**config.mk**
```make
export PLATFORM = sky130hd
export DESIGN_NAME = sacwt_victim
export DESIGN_NICKNAME = d
export VERILOG_FILES = /design/src/sv/sacwt_pkg.sv /design/src/sv/sacwt_victim.sv
export SDC_FILE = /design/constraint.sdc
export NUM_CORES = 1
export LEC_CHECK = 0
export ABC_AREA = 1
export BUFFER_PORTS_ARGS = -buffer_cell sky130_fd_sc_hd__buf_2
export CAP_MARGIN = 20
export CORE_AREA = 2 2 39 41
export DETAILED_ROUTE_END_ITERATION = 10
export DIE_AREA = 0 0 41 43
export GPL_TIMING_DRIVEN = 0
export PLACE_DENSITY = 0.72
export SKIP_CTS_REPAIR_TIMING = 1
export SLEW_MARGIN = 10
export SYNTH_ARGS = -nofsm -noshare
export SYNTH_HDL_FRONTEND = slang
export SYNTH_SLANG_ARGS = --single-unit
```
**constraint.sdc**
```tcl
create_clock -name clk -period 1.6 [get_ports clk]
set_input_delay 0.48 -clock clk [delete_from_list [all_inputs] [get_ports clk]]
set_output_delay 0.48 -clock clk [all_outputs]
set_load 0.01 [all_outputs]
```
**src/sv/sacwt_pkg.sv**
```systemverilog
// ----------------------------------------------------------------------------
// sacwt_pkg
// shared types, constants and helpers of the write-through cache core
// ----------------------------------------------------------------------------
`default_nettype none

package sacwt_pkg;

  // fixed widths of the item fields
  localparam int ADDR_W = 16;
  localparam int DATA_W = 32;

  // victim selection lfsr
  localparam int              LFSR_W    = 16;
  localparam logic [15:0]     LFSR_TAPS = 16'hB400;
  localparam logic [15:0]     LFSR_SEED = 16'hACE1;

  // access kinds
  typedef enum logic {
    OP_READ  = 1'b0,
    OP_WRITE = 1'b1
  } op_t;

  // one galois step: shift right, fold taps in when a one drops out
  function automatic logic [LFSR_W-1:0] lfsr_next(input logic [LFSR_W-1:0] v);
    logic [LFSR_W-1:0] s;
    s = v >> 1;
    if (v[0]) begin
      s = s ^ LFSR_TAPS;
    end
    return s;
  endfunction

endpackage

`default_nettype wire

```
**src/sv/sacwt_victim.sv**
```systemverilog
// ----------------------------------------------------------------------------
// sacwt_victim
// replacement lfsr and victim way selection (lfsr value modulo way count)
// ----------------------------------------------------------------------------
`default_nettype none

module sacwt_victim #(
  parameter int WAY_COUNT = 4
) (
  input  logic                                             clk,
  input  logic                                             rst,
  input  logic                                             step,
  output logic                                             done,
  output logic [((WAY_COUNT > 1) ? $clog2(WAY_COUNT) : 1)-1:0] way
);

  localparam int WAY_BITS_C = (WAY_COUNT > 1) ? $clog2(WAY_COUNT) : 1;
  localparam bit WAY_POW2   = ((WAY_COUNT & (WAY_COUNT - 1)) == 0);
  localparam int LW         = sacwt_pkg::LFSR_W;
  // reciprocal of the way count scaled by 2^32, rounded up
  localparam logic [63:0] RECIP_WIDE =
    ((64'd1 << 32) + 64'(WAY_COUNT) - 64'd1) / 64'(WAY_COUNT);
  localparam logic [32:0]   RECIP = RECIP_WIDE[32:0];
  localparam logic [LW-1:0] W_LW  = LW'(WAY_COUNT);

  logic [LW-1:0]   lfsr;
  logic [LW-1:0]   lfsr_nx;
  logic [LW-1:0]   held;
  logic [LW-1:0]   quo;
  logic [LW+32:0]  prod;
  logic            busy;
  logic            calc;

  assign lfsr_nx = sacwt_pkg::lfsr_next(lfsr);

  // quotient by reciprocal multiplication, exact for any 16-bit value
  assign prod = (LW + 33)'(held) * (LW + 33)'(RECIP);

  always_ff @(posedge clk) begin
    if (rst) begin
      lfsr <= sacwt_pkg::LFSR_SEED;
      done <= 1'b0;
      busy <= 1'b0;
      calc <= 1'b0;
    end else begin
      done <= (step && WAY_POW2) || calc;
      busy <= step && !WAY_POW2;
      calc <= busy;
      if (step) begin
        lfsr <= lfsr_nx;
        if (WAY_POW2) begin
          way <= WAY_BITS_C'(lfsr_nx & LW'(WAY_COUNT - 1));
        end else begin
          held <= lfsr_nx;
        end
      end else if (calc) begin
        way <= WAY_BITS_C'(held - quo * W_LW);
      end
      if (busy) begin
        quo <= prod[LW+31:32];
      end
    end
  end

endmodule

`default_nettype wire

```
### Word-level counts from Yosys, hierarchy flattened

Cells that the tools add are included.

| word-level totals | value |
|---|---|
| register bits | 19 |
| bits of input ports | 3 |
| output and inout port bits | 3 |
| logic and storage cells | 8 |

| operators by class | value |
|---|---|
| muxes and demuxes | 2 |
| bitwise logic cells | 2 |
| reduce and logical (&&, ||, !) cells | 1 |

Operator list:

| kind | number |
|---|---|
| $mux 16 | 1 |
| $not 3->4 | 1 |
| $mux 2 | 1 |
| $reduce_and 2->1 | 1 |
| $not 1->1 | 1 |

### Longest topological paths before layout

Gate-level depths: netlist of the first run.

| depth | value |
|---|---|
| word-level depth | 3 |
| depth in mapped cells | 5 |
| mapped depth without buffers | 5 |

### Worst setup path before layout of the first run

Ideal clock, no wire load.

| timing | value |
|---|---|
| path type | input to register |
| start | in step |
| end | reg way[0] (netlist name) (enable) |
| setup time | 0.309 ns |
| arrival time | 0.883 ns |
| required time | 1.291 ns |
| slack | 0.408 ns |
| cell stages on the path | 4 |
| path buffers | 2 |
| path through | buf_6 > inv_8 > buf_6 > nor2_1 |

| between the ends | value |
|---|---|
| cells in the longest elaborated chain, start to end | 1 |

Ends and longest elaborated chain:

| what | RTL line | RTL |
|---|---|---|
| start, declared | sacwt_victim.sv:12 | `input logic step,` |
| $reduce_and 2->1 (no line) | -- |  |
| end signal, assigned | sacwt_victim.sv:52 | `way <= WAY_BITS_C'(lfsr_nx & LW'(WAY_COUNT - 1));` |
| end signal, assigned | sacwt_victim.sv:57 | `way <= WAY_BITS_C'(held - quo * W_LW);` |
| end, declared | sacwt_victim.sv:14 | `output logic [((WAY_COUNT > 1) ? $clog2(WAY_COUNT) : 1)-1:0] way` |

Every way passes these cells.
A chain may end at the register's enable or synchronous reset.

### Final worst setup path of the first run

| timing | value |
|---|---|
| start | reg way[0] (netlist name) |
| end | out way[0] (netlist name) |

No word-level cell between the ends.

==> impl_summary.txt, run 1 <==
----------------------------------------------------
[Worst setup path]
  Flop2flop setup slack ... between 0.7 and 0.8 ns
  Critical path startpoint category ... flip-flop
  CP max stage delay ... 0.36 ns
  Worst endpoint data arrival time ... 0.80 ns
  Worst r2r dst ... lfsr[12]$_SDFFE_PP0P_
  Worst reg2reg startpoint ... lfsr[0]$_SDFFE_PP1P_
  Start-to-end type of the worst setup path ... reg -> out
  Type of destination of the critical path ... output pin
  Setup crit start ... way[0]$_DFFE_PP_
  Required @ worst endpoint ... 1.12 ns
  Number of cells on the worst reg-to-reg path ... 5
  Maximum fanout along the worst path ... 1
  Number of buffer and inverter instances along the worst setup path ... 1
  Capturing element of the worst setup path ... way[0]
  Slowest stage cell, crit path ... sky130_fd_sc_hd__edfxtp_1
  WP depth ... 1
  Cell chain of the critical path ... buf_2
  Kind of cell adding the most delay to the critical path ... flip-flops

[Clock tree]
  Post-CTS clock slew at the launch and capture registers of the worst setup and hold paths ... 0.10 ns
  Clock insertion delay at the later pin of the skew report ... 0.29 ns
  Number of clock buffers inserted by TritonCTS ... 3
  Max clock buf depth ... 2
  CTS tree ... yes
  CTS Root Cell ... sky130_fd_sc_hd__clkbuf_4
  Total number of H-tree levels ... 1
  Number of clock sinks ... 19

[Global routing]
  Total global-route track usage ... 17.56%
  M3 GR Usage ... 3.141%
  Met1 Usage GRT ... 22.00%
  GRT Residual Overflow ... 0
  Met2 Use GR ... roughly 26%
  Antenna violations before repair ... 0
  Global-route wire length before repair ... 2063 µm
  Global route hottest layer ... met2
  Vias in the first global route ... 512
  Largest net degree at the start of global routing ... 11

[Synth]
  Share of synthesized area occupied by flip-flops and latches ... 55.56%
  Register bit count reported by yosys ... 19
  Synth unique cells ... 14
  Cell area after synthesis ... 720.7 µm²
  Synth Net Count ... 87
  Syn_area_per_cell ... ~8.6 µm²
  Number of instances in the synthesized netlist ... 84
  Yosys warns ... 0

[STA]
  Max frequency ... 783.5 MHz
  Setup slack of the critical path after layout ... around 0.32 ns
  Final Critical Period ... 1.276 ns
  Period utilisation layout ... 79.77%
  Unrepaired setup endpoints after global routing ... no
  Max Transition Viols Final ... 0
  Final total negative setup slack ... 0 ns
  Slew Limit Headroom ... 88.02%
  Total of endpoints with negative setup slack in the final report ... 0
  Transition time at the pin with the least slew margin ... around 0.18 ns
  Fin. Hold Viols ... 0
  Final worst clock skew ... ~0.0029 ns

[Detailed routing]
  Antenna-violating nets left ... 0
  Count of vias placed by the detailed router ... 545
  Violation count after the first detailed-route iteration ... 8
  Average wire per cell in the routed design ... just over 10 µm
  Per-cell via count in the routed design ... 5.093
  Number of remaining DRC errors ... 0
  First-pass DRT Iterations ... 4
  Total detailed-routing wirelength ... 1096 µm

[Layout]
  Net count, final ... between 90 and 100
  Fraction of final layout cells with drive strength greater than 1 ... 15.38%
  Final design instance area without fill ... 782.0 µm²
  Area growth syn-to-layout ... 8.507%
  Combined flip-flop and latch cell area ... 400.4 µm²
  Combined area of the multi-input logic cells ... 230.2 µm²
  Number of fill cells in the layout ... 133
  Antenna fix cells ... 0

[Floorplanning]
  Num rows ... 14
  Number of top-level design ports ... 6
  Floorplan die height ... ~43 µm
  Die Area ... roughly 1800 µm²
  Core Box Area ... 1384 µm²
  Starting Density ... 52.08%
  Die boundary width ... 41 µm

[Power and ir drop]
  Power Dens Cells ... approximately 1100 nW/µm²
  Max rail drop VDD ... 692.8 µV
  Lkg Pwr ... 0.0003662 µW

[Worst hold path]
  Path type of the worst min-delay path ... in -> reg
  Worst Hold Depth ... 2
  Start point of the worst min-delay path ... rst

[Placement]
  Detailed-placement wirelength estimate ... around 800 µm
  Post-DP Area ... 755.7 µm²
  RD Place Congestion ... 0.7335
  Port buffer count ... 3
  Placement-stage worst setup slack ... between 0.3 and 0.4 ns

[Status]
  Run status ... finished, final reports clean

[Run]
  Max_cap viols ... 0

----------------------------------------------------
-- cell type report --
class / instances / share of cell area [%]
flip-flops and latches: 19 / 51.20
multi-input cells: 53 / 29.44
plain buffers: 5 / 7.200
inverters: 7 / 4.320
clock buffers: 4 / 3.360
well taps: 16 / 2.560
repair buffers: 3 / 1.920
-- cells in the mapped netlist, drive strengths merged --
library cell | n | area share (%)
inv | 7 | 4.7
nand2 | 16 | 8.3
dfxtp | 17 | 47
buf | 5 | 7.8
nor2 | 16 | 8.7
o211ai | 1 | 1.0
o21ai | 9 | 6.2
a21oi | 5 | 3.5
edfxtp | 2 | 8.3
nand3 | 6 | 4.2
-- power by group --
part           switching [µW]  internal [µW]
clock network             133           97.0
logic                    52.3           39.6
registers                17.1            515
-- how the worst min path moves through the flow --
stage	slack, ns	endpoint
2_1_floorplan	0.43	way[0]$_DFFE_PP_
3_3_place_gp	0.44	way[0]$_DFFE_PP_
3_5_place_dp	0.45	way[1]$_DFFE_PP_
4_1_cts	0.37	done$_SDFF_PP0_
5_1_grt	0.38	done$_SDFF_PP0_
6_report	0.38	done$_SDFF_PP0_
-- routing by layer --
layer / wire length (µm) / part of all wire [%]
met5: 0 / 0
met4: 39 / 3.6
met3: 42 / 3.8
met2: 503 / 46
met1: 510 / 47
-- flip-flops by register name, indices dropped and copies added (netlist names) --
| signal | count |
|---|---|
| done | 1 |
| lfsr | 16 |
| way | 2 |
-- cells by family (layout without fill, tap and decap cells) --
family | Yosys count | in the layout | share of synthesized area [%]
and+or+nand+nor | 38 | 38 | 21.18
DFF | 19 | 19 | 55.56
buffers and inverters | 12 | 19 | 12.50
AOI/OAI and AO/OA | 15 | 15 | 10.76
-- placed cells by master (no fill, tap or decap) --
cell	count
sky130_fd_sc_hd__buf_2	3
sky130_fd_sc_hd__nand2_1	16
sky130_fd_sc_hd__inv_1	5
sky130_fd_sc_hd__clkbuf_4	3
sky130_fd_sc_hd__o21ai_1	2
sky130_fd_sc_hd__buf_6	5
sky130_fd_sc_hd__o21ai_0	7
sky130_fd_sc_hd__nor2_2	1
sky130_fd_sc_hd__a21oi_1	5
sky130_fd_sc_hd__nor2_1	15
sky130_fd_sc_hd__edfxtp_1	2
sky130_fd_sc_hd__o211ai_1	1
sky130_fd_sc_hd__inv_8	1
sky130_fd_sc_hd__nand3_1	6
sky130_fd_sc_hd__inv_2	1
sky130_fd_sc_hd__dfxtp_1	17
sky130_fd_sc_hd__clkbuf_1	1
-- through the flow --
stage	hold WS, ns	utilization [%]	std cells	power, µW
2_1_floorplan	0.4251	-	84	615.1
3_3_place_gp	0.4383	54.61	103	632.0
3_5_place_dp	0.4478	54.61	103	636.0
4_1_cts	0.3703	56.51	107	866.5
5_1_grt	0.3827	56.51	107	905.0
6_report	0.3782	56.51	107	853.8
Power figures use the tool's default switching activity.
==> inputs of run 2 (changes only) <==
- CORE_AREA: 2 2 39 41 -> default
- CORE_UTILIZATION: default -> 54
- DIE_AREA: 0 0 41 43 -> default
- clock period: 1.6 -> 1.3 ns (I/O delays scaled with it)
==> run 2 against run 1 <==
  * Critical path depth unchanged
  * Count of clock-buffer cells in the layout down 1
  * Non-clock buffer count unchanged
  * Largest cell class unchanged
==> impl_summary.txt, run 2 (synthesis results as in run 1) <==
----------------------------------------------------
[Detailed routing]
  Violation count after the first detailed-route iteration ... 21
  First-pass DRT Iterations ... 4
  Number of remaining DRC errors ... 0
  Per-cell via count in the routed design ... 4.905
  Average wire per cell in the routed design ... 10.42 µm
  Total detailed-routing wirelength ... around 1100 µm
  Count of vias placed by the detailed router ... 515
  Antenna-violating nets left ... 0

[Power and ir drop]
  Power Dens Cells ... 1354 nW/µm²
  Max rail drop VDD ... 825.8 µV
  Lkg Pwr ... 0.0003689 µW

[Worst setup path]
  Critical path startpoint category ... flip-flop
  Required @ worst endpoint ... around 0.91 ns
  Number of buffer and inverter instances along the worst setup path ... 1
  WP depth ... 1
  Number of cells on the worst reg-to-reg path ... 5
  Start-to-end type of the worst setup path ... reg -> out
  Type of destination of the critical path ... output pin
  Kind of cell adding the most delay to the critical path ... flip-flops
  Worst r2r dst ... lfsr[12]$_SDFFE_PP0P_
  Setup crit start ... way[1]$_DFFE_PP_
  Slowest stage cell, crit path ... sky130_fd_sc_hd__edfxtp_1
  CP max stage delay ... 0.38 ns
  Worst endpoint data arrival time ... around 0.82 ns
  Worst reg2reg startpoint ... lfsr[0]$_SDFFE_PP1P_
  Maximum fanout along the worst path ... 1
  Capturing element of the worst setup path ... way[1]
  Flop2flop setup slack ... 0.45 ns
  Cell chain of the critical path ... buf_2

[Layout]
  Flip-flop count of the largest register after layout ... 16
  Area growth syn-to-layout ... 8.333%
  Final core utilization ... 66.67%
  Most common library cell in the layout ignoring fill and taps ... sky130_fd_sc_hd__dfxtp_1
  Largest registers in the final layout ... lfsr: 16 flops, way: 2 flops, done: 1 flops
  Largest register by flop count ... lfsr
  Fraction of final layout cells with drive strength greater than 1 ... 16.48%
  Antenna fix cells ... 0
  Number of fill cells in the layout ... 100
  Fin cells ... 105
  Net count, final ... 95
  Commonest cells after routing, fill and taps aside ... 17 x sky130_fd_sc_hd__dfxtp_1, 16 x sky130_fd_sc_hd__nand2_1, 15 x sky130_fd_sc_hd__nor2_1

[STA]
  Slew Limit Headroom ... just under 90%
  Fin. Hold Viols ... 0
  Transition time at the pin with the least slew margin ... 0.1768 ns
  Final Critical Period ... 1.208 ns
  Final total negative setup slack ... 0 ns
  Unrepaired setup endpoints after global routing ... no
  Max frequency ... 827.7 MHz
  Total of endpoints with negative setup slack in the final report ... 0
  Max Transition Viols Final ... 0
  Final worst clock skew ... 0.006680 ns
  Period utilisation layout ... 92.94%

[Floorplanning]
  Number of top-level design ports ... 6
  Starting Density ... 61.54%
  Floorplan die height ... 38.53 µm
  Core Box Area ... 1171 µm²
  Die boundary width ... between 30 and 40 µm
  Num rows ... 12
  Die Area ... 1485 µm²

[Clock tree]
  Post-CTS clock slew at the launch and capture registers of the worst setup and hold paths ... 0.11 ns
  Clock insertion delay at the later pin of the skew report ... ~0.29 ns
  Number of clock sinks ... 19
  CTS Root Cell ... sky130_fd_sc_hd__clkbuf_4
  CTS tree ... yes
  Number of clock buffers inserted by TritonCTS ... 3
  Total number of H-tree levels ... 1
  Max clock buf depth ... 2

[Placement]
  Port buffer count ... 3
  Detailed-placement wirelength estimate ... between 700 and 800 µm
  RD Place Congestion ... 0.6579
  Post-Place Cells ... 101

[Status]
  Run status ... finished, final reports clean

[Global routing]
  Total global-route track usage ... 18.78%
  Antenna violations before repair ... 0
  Vias in the first global route ... 481
  GRT Residual Overflow ... 0
  Largest net degree at the start of global routing ... 12
  Global-route wire length before repair ... 1856 µm

[Worst hold path]
  Path type of the worst min-delay path ... in -> reg

[Run]
  Max_cap viols ... 0

----------------------------------------------------
## run 2: cell types whose count changed in the layout (fill, tap and decap cells not counted), sizes merged
cell / change
clkbuf: -1
clkinv: +1
## run 2: final cells by class
type / count / area, µm² / area share [%]
clock buffers: 3 / 22.52 / 2.885
plain buffers: 5 / 56.30 / 7.212
clock inverters: 1 / 5.005 / 0.6410
inverters: 7 / 33.78 / 4.327
flip-flops and latches: 19 / 400.4 / 51.28
multi-input cells: 53 / 230.2 / 29.49
repair buffers: 3 / 15.01 / 1.923
well taps: 14 / 17.52 / 2.244
## run 2: through the flow
step | hold slack [ns] | cell area [µm²] | power, µW | setup slack (ns)
2_1_floorplan | 0.4251 | 720.7 | 757.0 | 0.1979
3_3_place_gp | 0.4370 | 753.2 | 777.6 | 0.1507
3_5_place_dp | 0.4444 | 753.2 | 782.0 | 0.1345
4_1_cts | 0.2749 | 780.7 | 1072 | 0.07361
5_1_grt | 0.2792 | 780.7 | 1110 | 0.04444
6_report | 0.2776 | 780.7 | 1057 | 0.09178
## run 2: how the worst min path moves through the flow
| stage | depth (start not counted) | from | slack (ns) | end |
|---|---|---|---|---|
| 5_1_grt | 2 | rst | 0.28 | done$_SDFF_PP0_ |
| 2_1_floorplan | 0 | lfsr[1]$_SDFFE_PP0P_ | 0.43 | way[0]$_DFFE_PP_ |
| 6_report | 2 | rst | 0.28 | done$_SDFF_PP0_ |
| 3_5_place_dp | 2 | lfsr[7]$_SDFFE_PP1P_ | 0.44 | lfsr[7]$_SDFFE_PP1P_ |
| 4_1_cts | 2 | rst | 0.27 | done$_SDFF_PP0_ |
| 3_3_place_gp | 2 | lfsr[6]$_SDFFE_PP1P_ | 0.44 | lfsr[6]$_SDFFE_PP1P_ |
## run 2: power breakdown
group | switching, µW | internal [µW]
Combinational | 63.5 | 48.7
Clock | 176 | 115
Sequential | 21.2 | 634
## run 2: layer usage
layer / vias to the layer above / share of wire (%) / global-route usage, %
li1: 282 / - / -
met1: 221 / 50 / 23.53
met2: 8 / 46 / 28.75
met3: 4 / 2.2 / 3.488
met4: 0 / 2.1 / 12.93
met5: - / 0 / 0
==> inputs of run 3 (changes only) <==
- SETUP_SLACK_MARGIN: default -> 0.5
==> run 3 against run 2 <==
  * Critical path depth stayed put
  * Count of clock-buffer cells in the layout grew 1
  * Worst hold slack gained 0.00068 ns
  * Power grew 0.97%
  * Setup slack improved by 0.027 ns
  * Combinational power up 12%
  * Utilization increased by 3.0 points
  * Highest routed layer unchanged
  * Clock skew is 0.0056 ns lower
==> impl_summary.txt, run 3 (synthesis results as in run 1) <==
----------------------------------------------------
[Detailed routing]
  Average wire per cell in the routed design ... 10.29 µm
  Count of vias placed by the detailed router ... 521
  First-pass DRT Iterations ... 4
  Antenna-violating nets left ... 0
  Number of remaining DRC errors ... 0
  Per-cell via count in the routed design ... 4.962
  Total detailed-routing wirelength ... 1080 µm
  Violation count after the first detailed-route iteration ... 6

[Layout]
  Antenna fix cells ... 0
  Final design instance area without fill ... around 820 µm²
  Largest register by flop count ... lfsr
  Fraction of final layout cells with drive strength greater than 1 ... 21.98%
  Fin cells ... ~110
  Area growth syn-to-layout ... 13.19%
  Commonest cells after routing, fill and taps aside ... 15 x sky130_fd_sc_hd__nand2_1, 15 x sky130_fd_sc_hd__dfxtp_1, 14 x sky130_fd_sc_hd__nor2_1
  Largest registers in the final layout ... lfsr: 16 flops, way: 2 flops, done: 1 flops
  Flip-flop count of the largest register after layout ... 16
  Net count, final ... 95
  Number of fill cells in the layout ... 96

[STA]
  Max frequency ... 846.8 MHz
  Max Transition Viols Final ... 0
  Final worst clock skew ... 0.001045 ns
  Fin. Hold Viols ... 0
  Slew Limit Headroom ... 89.58%
  Unrepaired setup endpoints after global routing ... yes
  Final total negative setup slack ... 0 ns
  Period utilisation layout ... 90.84%
  Total of endpoints with negative setup slack in the final report ... 0
  Min Hold Slack ... 0.2783 ns
  Transition time at the pin with the least slew margin ... 0.1546 ns
  Final Critical Period ... between 1 and 1.5 ns

[Clock tree]
  Number of clock sinks ... 19
  Number of clock buffers inserted by TritonCTS ... 3
  CTS tree ... yes
  Total number of H-tree levels ... 1
  Clock insertion delay at the later pin of the skew report ... 0.28 ns
  CTS Root Cell ... sky130_fd_sc_hd__clkbuf_4
  Post-CTS clock slew at the launch and capture registers of the worst setup and hold paths ... 0.10 ns
  Max clock buf depth ... 2

[Worst setup path]
  Required @ worst endpoint ... 0.91 ns
  Start-to-end type of the worst setup path ... reg -> out
  Critical path startpoint category ... flip-flop
  Number of buffer and inverter instances along the worst setup path ... 1
  Maximum fanout along the worst path ... 1
  Slowest stage cell, crit path ... sky130_fd_sc_hd__edfxtp_1
  Kind of cell adding the most delay to the critical path ... flip-flops
  Cell chain of the critical path ... buf_2
  Worst endpoint data arrival time ... 0.79 ns
  CP max stage delay ... 0.36 ns
  Type of destination of the critical path ... output pin

[Run]
  Max_cap viols ... 0

[Placement]
  Post-Place Cells ... 101
  Detailed-placement wirelength estimate ... 735.2 µm
  Post-DP Area ... 773.2 µm²
  RD Place Congestion ... between 0.6 and 0.7
  Port buffer count ... 3

[Floorplanning]
  Core Box Area ... 1171 µm²
  Die Area ... 1485 µm²
  Starting Density ... 61.54%
  Die boundary width ... 38.53 µm
  Floorplan die height ... just under 40 µm
  Num rows ... 12
  Number of top-level design ports ... 6

[Global routing]
  Vias in the first global route ... 475
  Largest net degree at the start of global routing ... 11
  Antenna violations before repair ... 0
  GRT Residual Overflow ... 0
  Global-route wire length before repair ... 1876 µm
  Total global-route track usage ... 18.71%

[Power and ir drop]
  Power Dens Cells ... 1309 nW/µm²
  Max rail drop VDD ... 682.8 µV
  Lkg Pwr ... around 0.00037 µW

[Status]
  Run status ... finished, final reports clean

[Worst hold path]
  Path type of the worst min-delay path ... in -> reg

----------------------------------------------------
-- run 3: path summary, 6_finish.rpt --
kind	depth (start not counted)	slack, ns	to	from
max	1	0.12	way[1]	way[1]$_DFFE_PP_
min	2	0.28	done$_SDFF_PP0_	rst
max reg2reg	5	0.55	lfsr[12]$_SDFFE_PP0P_	lfsr[0]$_SDFFE_PP1P_
min reg2reg	2	0.46	lfsr[6]$_SDFFE_PP1P_	lfsr[6]$_SDFFE_PP1P_
-- run 3: cell type report --
class / instances / area (µm²) / area share, %
Sequential cell: 19 / 402.9 / 49.39
Multi-Input combinational cell: 53 / 245.2 / 30.06
Buffer: 5 / 68.82 / 8.436
Inverter: 7 / 33.78 / 4.141
Clock buffer: 4 / 26.28 / 3.221
Timing Repair Buffer: 3 / 21.27 / 2.607
Tap cell: 14 / 17.52 / 2.147
-- run 3: power breakdown --
group          leakage [µW]  total [µW]  switching (µW)  internal (µW)
registers          0.000161         657            22.2            635
logic              0.000198         125            67.3           57.3
clock network     0.0000150         286             167            119
-- run 3: per-layer routing --
layer | track usage [%] | part of all wire (%) | routed length, µm | vias to the layer above
met1 | 24.36 | 54 | 584 | 227
li1 | - | - | - | 282
met2 | 27.50 | 41 | 441 | 8
met3 | 3.488 | 2.6 | 28 | 4
met5 | 0 | 0 | 0 | -
met4 | 12.93 | 2.5 | 27 | 0
-- run 3: through the flow --
| step | util, % | total power (µW) | worst slack, ns |
|---|---|---|---|
| floorplan | - | 764.0 | 0.2781 |
| global placement | 66.03 | 785.3 | 0.2427 |
| detailed placement | 66.03 | 788.2 | 0.2385 |
| finish | 69.66 | 1068 | 0.1191 |
| CTS | 68.27 | 1073 | 0.1054 |
| global route | 69.66 | 1120 | 0.06928 |
